File: src/hw/rtl/spdc_pkg.sv
// ----------------------------------------------------------------------------
// spdc_pkg
// Shared types, constants and helpers for the sample packet deframer.
// ----------------------------------------------------------------------------
package spdc_pkg;

   localparam int HEADER_BYTES_DEFAULT       = 12;
   localparam int SAMPLES_PER_PACKET_DEFAULT = 512;
   localparam int QUEUE_DEPTH_DEFAULT        = 4;

   // Header bytes that carry the time stamp.
   localparam int TIME_BYTES = 10;

   // Configuration register indexes.
   localparam logic [1:0] CSR_TIME_INC   = 2'd0;
   localparam logic [1:0] CSR_OFFSET     = 2'd1;
   localparam logic [1:0] CSR_EXP_LENGTH = 2'd2;

   // Result kinds.
   localparam logic KIND_SAMPLE = 1'b0;
   localparam logic KIND_STATUS = 1'b1;

   // Packet status codes.
   localparam logic [1:0] STATUS_OK       = 2'd0;
   localparam logic [1:0] STATUS_BAD_TIME = 2'd1;
   localparam logic [1:0] STATUS_BAD_LEN  = 2'd2;

   // One unit of work handed from the front to the back.
   typedef struct packed {
      logic                              has_sample;
      logic [15:0]                       raw;
      logic [9:0]                        index;
      logic                              has_status;
      logic [12:0]                       count;
      logic [TIME_BYTES-1:0][7:0]        hdr;
   } entry_type;

   // Day of year of the first of a month, counted from March.
   function automatic logic [8:0] spdc_doy(input logic [3:0] mp);
      logic [8:0] d;
      case (mp)
         4'd0:    d = 9'd0;
         4'd1:    d = 9'd31;
         4'd2:    d = 9'd61;
         4'd3:    d = 9'd92;
         4'd4:    d = 9'd122;
         4'd5:    d = 9'd153;
         4'd6:    d = 9'd184;
         4'd7:    d = 9'd214;
         4'd8:    d = 9'd245;
         4'd9:    d = 9'd275;
         4'd10:   d = 9'd306;
         4'd11:   d = 9'd337;
         default: d = 9'd0;
      endcase
      return d;
   endfunction

endpackage

File: src/hw/rtl/spdc_front.sv
// ----------------------------------------------------------------------------
// spdc_front
// Tracks the byte position, collects header bytes and pairs sample bytes.
// ----------------------------------------------------------------------------
module spdc_front import spdc_pkg::*; #(
   parameter int HEADER_BYTES       = HEADER_BYTES_DEFAULT,
   parameter int SAMPLES_PER_PACKET = SAMPLES_PER_PACKET_DEFAULT
) (
   input  logic       clock,
   input  logic       reset,
   input  logic       accept,
   input  logic [7:0] data_byte,
   input  logic       end_of_packet,
   output logic       push,
   output entry_type  entry
);

   localparam logic [11:0] POS_MAX = 12'd4095;
   localparam logic [11:0] HDR_LEN = 12'(HEADER_BYTES);
   localparam logic [10:0] SPP     = 11'(SAMPLES_PER_PACKET);

   logic [11:0] pos_ff, pos_in;
   logic [7:0]  hold_ff, hold_in;
   logic [TIME_BYTES-1:0][7:0] hdr_ff;
   logic [TIME_BYTES-1:0][7:0] hdr_now;
   logic [11:0] rel;
   logic        in_samples;
   logic        sample_ok;

   assign in_samples = pos_ff >= HDR_LEN;
   assign rel        = pos_ff - HDR_LEN;
   assign sample_ok  = in_samples && rel[0] && (rel[11:1] < SPP);

   // The current byte is already part of the header a short packet decodes.
   always_comb begin
      for (int i = 0; i < TIME_BYTES; i++) begin
         hdr_now[i] = (pos_ff == 12'(i)) ? data_byte : hdr_ff[i];
      end
   end

   always_comb begin
      pos_in  = pos_ff;
      hold_in = hold_ff;
      if (accept) begin
         if (in_samples && !rel[0]) begin
            hold_in = data_byte;
         end
         if (end_of_packet) begin
            pos_in  = '0;
            hold_in = '0;
         end else if (pos_ff < POS_MAX) begin
            pos_in = pos_ff + 12'd1;
         end
      end
   end

   always_ff @(posedge clock) begin
      if (reset) begin
         pos_ff  <= '0;
         hold_ff <= '0;
      end else begin
         pos_ff  <= pos_in;
         hold_ff <= hold_in;
      end
   end

   always_ff @(posedge clock) begin
      if (accept) begin
         hdr_ff <= hdr_now;
      end
   end

   assign push             = accept && (sample_ok || end_of_packet);
   assign entry.has_sample = sample_ok;
   assign entry.raw        = {hold_ff, data_byte};
   assign entry.index      = rel[10:1];
   assign entry.has_status = end_of_packet;
   assign entry.count      = {1'b0, pos_ff} + 13'd1;
   assign entry.hdr        = hdr_now;

endmodule

File: src/hw/rtl/spdc_queue.sv
// ----------------------------------------------------------------------------
// spdc_queue
// Small register queue between the front and the back.
// ----------------------------------------------------------------------------
module spdc_queue import spdc_pkg::*; #(
   parameter int DEPTH = QUEUE_DEPTH_DEFAULT
) (
   input  logic      clock,
   input  logic      reset,
   input  logic      push,
   input  entry_type push_data,
   input  logic      pop,
   output entry_type pop_data,
   output logic      full,
   output logic      empty
);

   localparam int PW = (DEPTH > 1) ? $clog2(DEPTH) : 1;
   localparam int CW = $clog2(DEPTH + 1);
   localparam logic [PW-1:0] PTR_LAST = PW'(DEPTH - 1);
   localparam logic [CW-1:0] CNT_FULL = CW'(DEPTH);

   entry_type        slot_ff [DEPTH];
   logic [PW-1:0]    wr_ff, wr_in, rd_ff, rd_in;
   logic [CW-1:0]    cnt_ff, cnt_in;

   assign full     = cnt_ff == CNT_FULL;
   assign empty    = cnt_ff == '0;
   assign pop_data = slot_ff[rd_ff];

   always_comb begin
      wr_in  = wr_ff;
      rd_in  = rd_ff;
      cnt_in = cnt_ff;
      if (push) begin
         wr_in = (wr_ff == PTR_LAST) ? '0 : wr_ff + PW'(1);
      end
      if (pop) begin
         rd_in = (rd_ff == PTR_LAST) ? '0 : rd_ff + PW'(1);
      end
      if (push && !pop) begin
         cnt_in = cnt_ff + CW'(1);
      end else if (pop && !push) begin
         cnt_in = cnt_ff - CW'(1);
      end
   end

   always_ff @(posedge clock) begin
      if (reset) begin
         wr_ff  <= '0;
         rd_ff  <= '0;
         cnt_ff <= '0;
      end else begin
         wr_ff  <= wr_in;
         rd_ff  <= rd_in;
         cnt_ff <= cnt_in;
      end
   end

   always_ff @(posedge clock) begin
      if (push) begin
         slot_ff[wr_ff] <= push_data;
      end
   end

   a_no_overflow: assert property (@(posedge clock) disable iff (reset)
      push |-> !full || pop) else $error("queue written while full");
   a_no_underflow: assert property (@(posedge clock) disable iff (reset)
      pop |-> !empty) else $error("queue read while empty");

endmodule

File: src/hw/rtl/spdc_back.sv
// ----------------------------------------------------------------------------
// spdc_back
// Emits sample results, decodes the header time and checks each packet.
// ----------------------------------------------------------------------------
module spdc_back import spdc_pkg::*; (
   input  logic               clock,
   input  logic               reset,
   input  logic [31:0]        time_increment_us,
   input  logic [15:0]        offset_value,
   input  logic [11:0]        expected_length,
   input  logic               q_empty,
   input  entry_type          q_data,
   output logic               q_pop,
   output logic               rsp_valid,
   input  logic               rsp_stall,
   output logic               rsp_result_kind,
   output logic signed [16:0] rsp_sample_value,
   output logic [9:0]         rsp_sample_index,
   output logic [1:0]         rsp_packet_status,
   output logic [62:0]        rsp_packet_time_us,
   output logic               rsp_last_of_run
);

   localparam logic [2:0] ST_IDLE = 3'd0;
   localparam logic [2:0] ST_SMP  = 3'd1;
   localparam logic [2:0] ST_D0   = 3'd2;
   localparam logic [2:0] ST_D1   = 3'd3;
   localparam logic [2:0] ST_D2   = 3'd4;
   localparam logic [2:0] ST_D3   = 3'd5;
   localparam logic [2:0] ST_STAT = 3'd6;

   // Day offsets of the 400-year eras starting in 2000 and 1600 from 1970.
   localparam logic [20:0] ERA5_BIAS = 21'd11017;
   localparam logic [20:0] ERA4_BIAS = 21'd1962072;

   logic [2:0]  state_ff, state_in;
   entry_type   ent_ff, ent_in;
   logic [11:0] year_ff, year_in;
   logic [3:0]  mon_ff, mon_in;
   logic [16:0] days_ff, days_in;
   logic [33:0] secs_ff, secs_in;
   logic [63:0] t_ff, t_in;
   logic [63:0] prev_ff, prev_in;
   logic        prev_valid_ff, prev_valid_in;

   logic               out_valid_ff, out_valid_in;
   logic               out_kind_ff, out_kind_in;
   logic signed [16:0] out_value_ff, out_value_in;
   logic [9:0]         out_index_ff, out_index_in;
   logic [1:0]         out_status_ff, out_status_in;
   logic [62:0]        out_time_ff, out_time_in;
   logic               out_last_ff, out_last_in;

   logic        out_free;
   logic        load;

   // Month arithmetic.
   logic [7:0]  mx;
   logic [15:0] mprod;
   logic [4:0]  mq;
   logic [3:0]  mr;
   // Day arithmetic.
   logic [11:0] yy;
   logic        era5;
   logic [8:0]  yoe;
   logic [3:0]  mp;
   logic [1:0]  cent;
   logic [20:0] doe;
   logic [20:0] days_full;
   // Status check.
   logic [63:0] t_diff;
   logic [1:0]  status;

   assign out_free = !out_valid_ff || !rsp_stall;

   always_comb begin
      // Month number minus one, split by twelve with a reciprocal.
      mx    = ent_ff.hdr[1] - 8'd1;
      mprod = 16'(mx) * 16'd171;
      mq    = mprod[15:11];
      mr    = 4'(mx - 8'(mq) * 8'd12);
      if (ent_ff.hdr[1] == 8'd0) begin
         year_in = 12'(ent_ff.hdr[0]) + 12'd1999;
         mon_in  = 4'd12;
      end else begin
         year_in = 12'(ent_ff.hdr[0]) + 12'd2000 + 12'(mq);
         mon_in  = mr + 4'd1;
      end

      yy   = (mon_ff <= 4'd2) ? year_ff - 12'd1 : year_ff;
      era5 = yy >= 12'd2000;
      yoe  = 9'(yy - (era5 ? 12'd2000 : 12'd1600));
      mp   = (mon_ff > 4'd2) ? mon_ff - 4'd3 : mon_ff + 4'd9;
      if (yoe >= 9'd300) begin
         cent = 2'd3;
      end else if (yoe >= 9'd200) begin
         cent = 2'd2;
      end else if (yoe >= 9'd100) begin
         cent = 2'd1;
      end else begin
         cent = 2'd0;
      end
      doe = 21'(yoe) * 21'd365 + 21'(yoe[8:2]) - 21'(cent) + 21'(spdc_doy(mp));
      days_full = doe + 21'(ent_ff.hdr[2]) - 21'd1 + (era5 ? ERA5_BIAS : ERA4_BIAS);
      days_in   = days_full[16:0];

      secs_in = 34'(days_ff) * 34'd86400 + 34'(ent_ff.hdr[3]) * 34'd3600
              + 34'(ent_ff.hdr[4]) * 34'd60 + 34'(ent_ff.hdr[5]);
      t_in = 64'(secs_ff) * 64'd1000000
           + 64'({ent_ff.hdr[6], ent_ff.hdr[7], ent_ff.hdr[8], ent_ff.hdr[9]});

      t_diff = t_ff - prev_ff;
      if (prev_valid_ff && (t_diff != {32'd0, time_increment_us})) begin
         status = STATUS_BAD_TIME;
      end else if (ent_ff.count != {1'b0, expected_length}) begin
         status = STATUS_BAD_LEN;
      end else begin
         status = STATUS_OK;
      end
   end

   always_comb begin
      state_in      = state_ff;
      ent_in        = ent_ff;
      q_pop         = 1'b0;
      load          = 1'b0;
      prev_in       = prev_ff;
      prev_valid_in = prev_valid_ff;
      out_kind_in   = out_kind_ff;
      out_value_in  = out_value_ff;
      out_index_in  = out_index_ff;
      out_status_in = out_status_ff;
      out_time_in   = out_time_ff;
      out_last_in   = out_last_ff;
      unique case (state_ff)
         ST_IDLE: begin
            if (!q_empty) begin
               q_pop  = 1'b1;
               ent_in = q_data;
               if (q_data.has_sample) begin
                  state_in = ST_SMP;
               end else if (q_data.has_status) begin
                  state_in = ST_D0;
               end
            end
         end
         ST_SMP: begin
            if (out_free) begin
               load          = 1'b1;
               out_kind_in   = KIND_SAMPLE;
               out_value_in  = signed'(17'({1'b0, ent_ff.raw} - {1'b0, offset_value}));
               out_index_in  = ent_ff.index;
               out_status_in = STATUS_OK;
               out_time_in   = '0;
               out_last_in   = !ent_ff.has_status;
               state_in      = ent_ff.has_status ? ST_D0 : ST_IDLE;
            end
         end
         ST_D0:   state_in = ST_D1;
         ST_D1:   state_in = ST_D2;
         ST_D2:   state_in = ST_D3;
         ST_D3:   state_in = ST_STAT;
         ST_STAT: begin
            if (out_free) begin
               load          = 1'b1;
               out_kind_in   = KIND_STATUS;
               out_value_in  = '0;
               out_index_in  = '0;
               out_status_in = status;
               out_time_in   = t_ff[62:0];
               out_last_in   = 1'b1;
               state_in      = ST_IDLE;
               if (status == STATUS_OK) begin
                  prev_in       = t_ff;
                  prev_valid_in = 1'b1;
               end
            end
         end
         default: state_in = ST_IDLE;
      endcase
      out_valid_in = load || (out_valid_ff && rsp_stall);
   end

   always_ff @(posedge clock) begin
      if (reset) begin
         state_ff      <= ST_IDLE;
         out_valid_ff  <= 1'b0;
         prev_ff       <= '0;
         prev_valid_ff <= 1'b0;
      end else begin
         state_ff      <= state_in;
         out_valid_ff  <= out_valid_in;
         prev_ff       <= prev_in;
         prev_valid_ff <= prev_valid_in;
      end
   end

   always_ff @(posedge clock) begin
      ent_ff        <= ent_in;
      out_kind_ff   <= out_kind_in;
      out_value_ff  <= out_value_in;
      out_index_ff  <= out_index_in;
      out_status_ff <= out_status_in;
      out_time_ff   <= out_time_in;
      out_last_ff   <= out_last_in;
      if (state_ff == ST_D0) begin
         year_ff <= year_in;
         mon_ff  <= mon_in;
      end
      if (state_ff == ST_D1) begin
         days_ff <= days_in;
      end
      if (state_ff == ST_D2) begin
         secs_ff <= secs_in;
      end
      if (state_ff == ST_D3) begin
         t_ff <= t_in;
      end
   end

   assign rsp_valid          = out_valid_ff;
   assign rsp_result_kind    = out_kind_ff;
   assign rsp_sample_value   = out_value_ff;
   assign rsp_sample_index   = out_index_ff;
   assign rsp_packet_status  = out_status_ff;
   assign rsp_packet_time_us = out_time_ff;
   assign rsp_last_of_run    = out_last_ff;

   a_pop_only_idle: assert property (@(posedge clock) disable iff (reset)
      q_pop |-> state_ff == ST_IDLE) else $error("queue popped while busy");
   a_status_last: assert property (@(posedge clock) disable iff (reset)
      (state_ff == ST_STAT && out_free) |=> rsp_valid && rsp_last_of_run
      && rsp_result_kind == KIND_STATUS) else $error("status beat malformed");
   a_good_updates: assert property (@(posedge clock) disable iff (reset)
      (state_ff == ST_STAT && out_free && status == STATUS_OK) |=> prev_valid_ff)
      else $error("good packet did not set previous time");
   a_decode_runs: assert property (@(posedge clock) disable iff (reset)
      state_ff == ST_D1 |=> state_ff == ST_D2) else $error("decode sequence broken");

endmodule

File: src/hw/rtl/sample_packet_deframe_check.sv
// ----------------------------------------------------------------------------
// sample_packet_deframe_check
// Deframes time-stamped sample packets and checks time and length.
//
//   channel | ports                        | direction
//   req     | req_valid/req_stall + fields | in, one byte per beat
//   rsp     | rsp_valid/rsp_stall + fields | out, sample or status beat
//   csr     | csr_write_en, index, wdata   | in, register writes
//
// The front takes one byte per cycle and stalls only when the queue is full.
// The back takes a new queue entry only once the last is out; the status
// time decode runs through four registered steps before the status beat.
// Reset is synchronous; it clears positions, queue, previous time and output.
// A stalled result holds in the output register while the front keeps going.
// ----------------------------------------------------------------------------
module sample_packet_deframe_check import spdc_pkg::*; #(
   parameter int HEADER_BYTES       = HEADER_BYTES_DEFAULT,
   parameter int SAMPLES_PER_PACKET = SAMPLES_PER_PACKET_DEFAULT,
   parameter int QUEUE_DEPTH        = QUEUE_DEPTH_DEFAULT
) (
   input  logic               clock,
   input  logic               reset,
   input  logic               req_valid,
   output logic               req_stall,
   input  logic [7:0]         req_data_byte,
   input  logic               req_end_of_packet,
   output logic               rsp_valid,
   input  logic               rsp_stall,
   output logic               rsp_result_kind,
   output logic signed [16:0] rsp_sample_value,
   output logic [9:0]         rsp_sample_index,
   output logic [1:0]         rsp_packet_status,
   output logic [62:0]        rsp_packet_time_us,
   output logic               rsp_last_of_run,
   input  logic               csr_write_en,
   input  logic [1:0]         csr_index,
   input  logic [31:0]        csr_wdata
);

   logic [31:0] time_inc_ff;
   logic [15:0] offset_ff;
   logic [11:0] exp_len_ff;

   logic      accept;
   logic      push;
   entry_type push_data;
   logic      pop;
   entry_type pop_data;
   logic      q_full;
   logic      q_empty;

   always_ff @(posedge clock) begin
      if (reset) begin
         time_inc_ff <= '0;
         offset_ff   <= 16'd32768;
         exp_len_ff  <= '0;
      end else if (csr_write_en) begin
         case (csr_index)
            CSR_TIME_INC:   time_inc_ff <= csr_wdata;
            CSR_OFFSET:     offset_ff   <= csr_wdata[15:0];
            CSR_EXP_LENGTH: exp_len_ff  <= csr_wdata[11:0];
            default: ;
         endcase
      end
   end

   assign req_stall = q_full;
   assign accept    = req_valid && !q_full;

   spdc_front #(
      .HEADER_BYTES       (HEADER_BYTES),
      .SAMPLES_PER_PACKET (SAMPLES_PER_PACKET)
   ) u_front (
      .clock         (clock),
      .reset         (reset),
      .accept        (accept),
      .data_byte     (req_data_byte),
      .end_of_packet (req_end_of_packet),
      .push          (push),
      .entry         (push_data)
   );

   spdc_queue #(
      .DEPTH (QUEUE_DEPTH)
   ) u_queue (
      .clock     (clock),
      .reset     (reset),
      .push      (push),
      .push_data (push_data),
      .pop       (pop),
      .pop_data  (pop_data),
      .full      (q_full),
      .empty     (q_empty)
   );

   spdc_back u_back (
      .clock              (clock),
      .reset              (reset),
      .time_increment_us  (time_inc_ff),
      .offset_value       (offset_ff),
      .expected_length    (exp_len_ff),
      .q_empty            (q_empty),
      .q_data             (pop_data),
      .q_pop              (pop),
      .rsp_valid          (rsp_valid),
      .rsp_stall          (rsp_stall),
      .rsp_result_kind    (rsp_result_kind),
      .rsp_sample_value   (rsp_sample_value),
      .rsp_sample_index   (rsp_sample_index),
      .rsp_packet_status  (rsp_packet_status),
      .rsp_packet_time_us (rsp_packet_time_us),
      .rsp_last_of_run    (rsp_last_of_run)
   );

endmodule
File: config.mk
export PLATFORM = sky130hd
export DESIGN_NAME = sample_packet_deframe_check
export DESIGN_NICKNAME = d
export VERILOG_FILES = /design/src/hw/rtl/spdc_pkg.sv /design/src/hw/rtl/spdc_front.sv /design/src/hw/rtl/spdc_queue.sv /design/src/hw/rtl/spdc_back.sv /design/src/hw/rtl/sample_packet_deframe_check.sv
export SDC_FILE = /design/constraint.sdc
export NUM_CORES = 2
export LEC_CHECK = 0
export BUFFER_PORTS_ARGS = -buffer_cell sky130_fd_sc_hd__clkbuf_2
export CAP_MARGIN = 30
export CORE_UTILIZATION = 65
export DETAILED_ROUTE_END_ITERATION = 16
export HOLD_SLACK_MARGIN = 0.06
export PLACE_DENSITY = 0.83
export SETUP_SLACK_MARGIN = 0.1
export SKIP_CTS_REPAIR_TIMING = 1
export SYNTH_ARGS = -nofsm -noshare
export SYNTH_HDL_FRONTEND = slang
export SYNTH_SLANG_ARGS = --single-unit
File: constraint.sdc
create_clock -name clock -period 24.7 [get_ports clock]
set_input_delay 1.235 -clock clock [delete_from_list [all_inputs] [get_ports clock]]
set_output_delay 1.235 -clock clock [all_outputs]
set_load 0.005 [all_outputs]
==> summary.txt <==
Worst-path clk slew = 0.07 ns
final worst-path cycle share = 0.384
Setup crit end kind = flip-flop
CTS H-tree lvls = 3
Max Fclk = 0.105 GHz
Row Count = 115
CTS root buffer = clkbuf_16
first-pass GRT wire length = 239,000 µm
hold_ws = 0.422 ns
Max Cap Viol = 0
class of the worst hold path = reg2reg
ANT cells = 0
minimum clock period = 9.49 ns
CTS buffer count = 99
synthesized area = 64,400 µm²
post-synthesis async set-or-reset flop share = 0
Sum Neg Setup Slack = 0 ns
Synth Area per Inst = 12.3 µm²
Clock Path Buffers = 3
largest net degree at the start of global routing = 148
startpoint types = flip-flop
P&R area growth vs syn = 8.15%
initial DRC count = 3,931
GRT Residual Overflow = 0
Die Area = 100,000 µm²
Ys Warns = 0
core area = 98,300 µm²
unrepaired setup endpoints after global routing = no
Max transition margin = 0.311
EDFF count, synth = 892
Setup Viol. Count Final = 0
drt pass-1 iters = 6
final core occ = 0.708
Port Buffers = 135
vias in the first global route = 42,000
drt total wl = 157,000 µm
CP most frequent cell = fa_1
DRC viols = 0
Reg2Reg Depth = 29
dpl ws = 15.34 ns
TritonCTS clock tree = yes
Final HPWL DP = 109,000 µm
initial antenna violation count = 9
flop2flop setup slack = 15.21 ns
Worst Setup Path Type = reg2reg
Fin Clk Skew = 0.0459 ns
Final GP Congestion = 0.985
status = complete, no violations
antenna-violating nets left = 0
Final Max Tran Viols = 0
Top FF cell, synth = edfxtp_1
Post-Synthesis Cells = 5,253
initial core utilization = 0.655
CP max stage cell = nor3_1
post-DR wirelength/cell = 23.4 µm
library cells used by synthesis = 108
post-synthesis register bit count = 1,041
Vias = 42,000
die height = 317 µm
Worst Path Arrival = 9.94 ns
Nets = 6,284
sequential area share after synthesis = 0.463
share of cells above drive strength 1 = 0.112
crit-path max cell delay = 0.65 ns
GRT Util Overall = 0.314
WHS Path Cells = 0
Worst Path Max Fanout = 11
clk_lat worst skew = 0.69 ns
Die Width = 317 µm
WP data required = 25.15 ns
I/O pins = 144
clock tree sinks = 1,041
Least-Margin Pin Slew = 1.03 ns
final hold vios = 0
Final WS setup = 15.21 ns
Via-to-Cell Ratio = 6.24
## synth_stat cells, drive strengths merged (121+ instances only)
cell type,instances,area share
edfxtp,892,0.42
inv,606,0.035
ha,592,0.12
a21oi,320,0.025
nand2,299,0.017
fa,288,0.090
nor2,212,0.012
xnor2,193,0.027
o21ai,156,0.012
dfxtp,149,0.046
clkbuf,125,0.0073
mux4,121,0.042
## kinds of logic after synthesis
family,count (synthesis),synth area share
simple gates,1123,0.0914
flops,1041,0.463
fa+ha+maj,880,0.205
compound gates,855,0.0841
buf+inv,779,0.0480
xor+xnor,290,0.0400
mux,284,0.0693
other cells,1,0.0000583
## placed cells by master, fill, tap and decap left out, types with 32 or more instances in the layout
master / instances
edfxtp_1: 892
inv_1: 606
ha_1: 592
a21oi_1: 314
nand2_1: 299
fa_1: 288
nor2_1: 211
xnor2_1: 192
dfxtp_1: 147
o21ai_0: 141
clkbuf_2: 134
mux4_2: 121
clkbuf_16: 99
xor2_1: 96
and2_1: 86
mux2_2: 82
mux2i_1: 81
nor3_1: 77
a21o_1: 75
or2b_1: 73
nand3_1: 64
nand4_1: 53
nand2b_1: 52
o21a_1: 38
a211oi_1: 32
## registers in the layout, indices dropped and copies added (netlist names), 8 cells and up, named ones only
register	count
u_front.pos_ff	12
exp_len_ff	12
u_back.ent_ff	120
u_back.year_ff	12
u_queue.slot_ff	484
u_back.secs_ff	34
u_back.t_ff	55
u_front.hold_ff	8
u_front.hdr_ff	80
u_back.rsp_packet_time_us	55
u_back.rsp_sample_index	10
offset_ff	16
u_back.rsp_sample_value	17
u_back.prev_ff	55
time_inc_ff	32
u_back.days_ff	17
## critical path, delay by kind of cell (launching register included)
| family | cells | cell delay (ns) |
|---|---|---|
| DFF | 1 | 0.50 |
| adders and majority gates | 9 | 4.01 |
| buffers and inverters | 4 | 0.66 |
| xor gates and xnor gates | 1 | 0.61 |
| and+or+nand+nor | 6 | 1.81 |
| AOI/OAI and AO/OA | 9 | 1.66 |
## final timing paths
path / start / endpoint
setup / recovery: u_back.mon_ff[1]$_SDFFCE_PP0P_ / u_back.days_ff[15]$_DFFE_PP_
hold / removal: u_back.ent_ff[75]$_DFFE_PP_ / u_back.t_ff[3]$_DFFE_PN_
setup reg to reg: u_back.mon_ff[1]$_SDFFCE_PP0P_ / u_back.days_ff[15]$_DFFE_PP_
hold reg to reg: u_back.ent_ff[75]$_DFFE_PP_ / u_back.t_ff[3]$_DFFE_PN_
## layer usage
| layer | up-vias | wire length (µm) | GRT usage |
|---|---|---|---|
| met1 | 20700 | 63800 | 0.418 |
| met3 | 391 | 11200 | 0.0464 |
| met5 | - | 28 | 0 |
| met2 | 1945 | 75700 | 0.525 |
| met4 | 4 | 6380 | 0.118 |
| li1 | 19000 | - | - |
## stage by stage
step	area [µm²]	instances
global placement	66100	6535
global route	69600	6727
detailed placement	66200	6537
floorplan	64400	5260
CTS	69500	6722
finish	69600	6727
## layout make-up
cell class              count  area (µm²)
flip-flops and latches   1041       29800
inverters                 607        2280
clock buffers             119        2610
fillers                  6418       28700
clock inverters            66         699
well taps                1287        1610
multi-input cells        3440       31600
repair buffers            167        1040
Power is not shown: default switching activity piles up to over one toggle a cycle in this logic, so the estimate is an artifact.
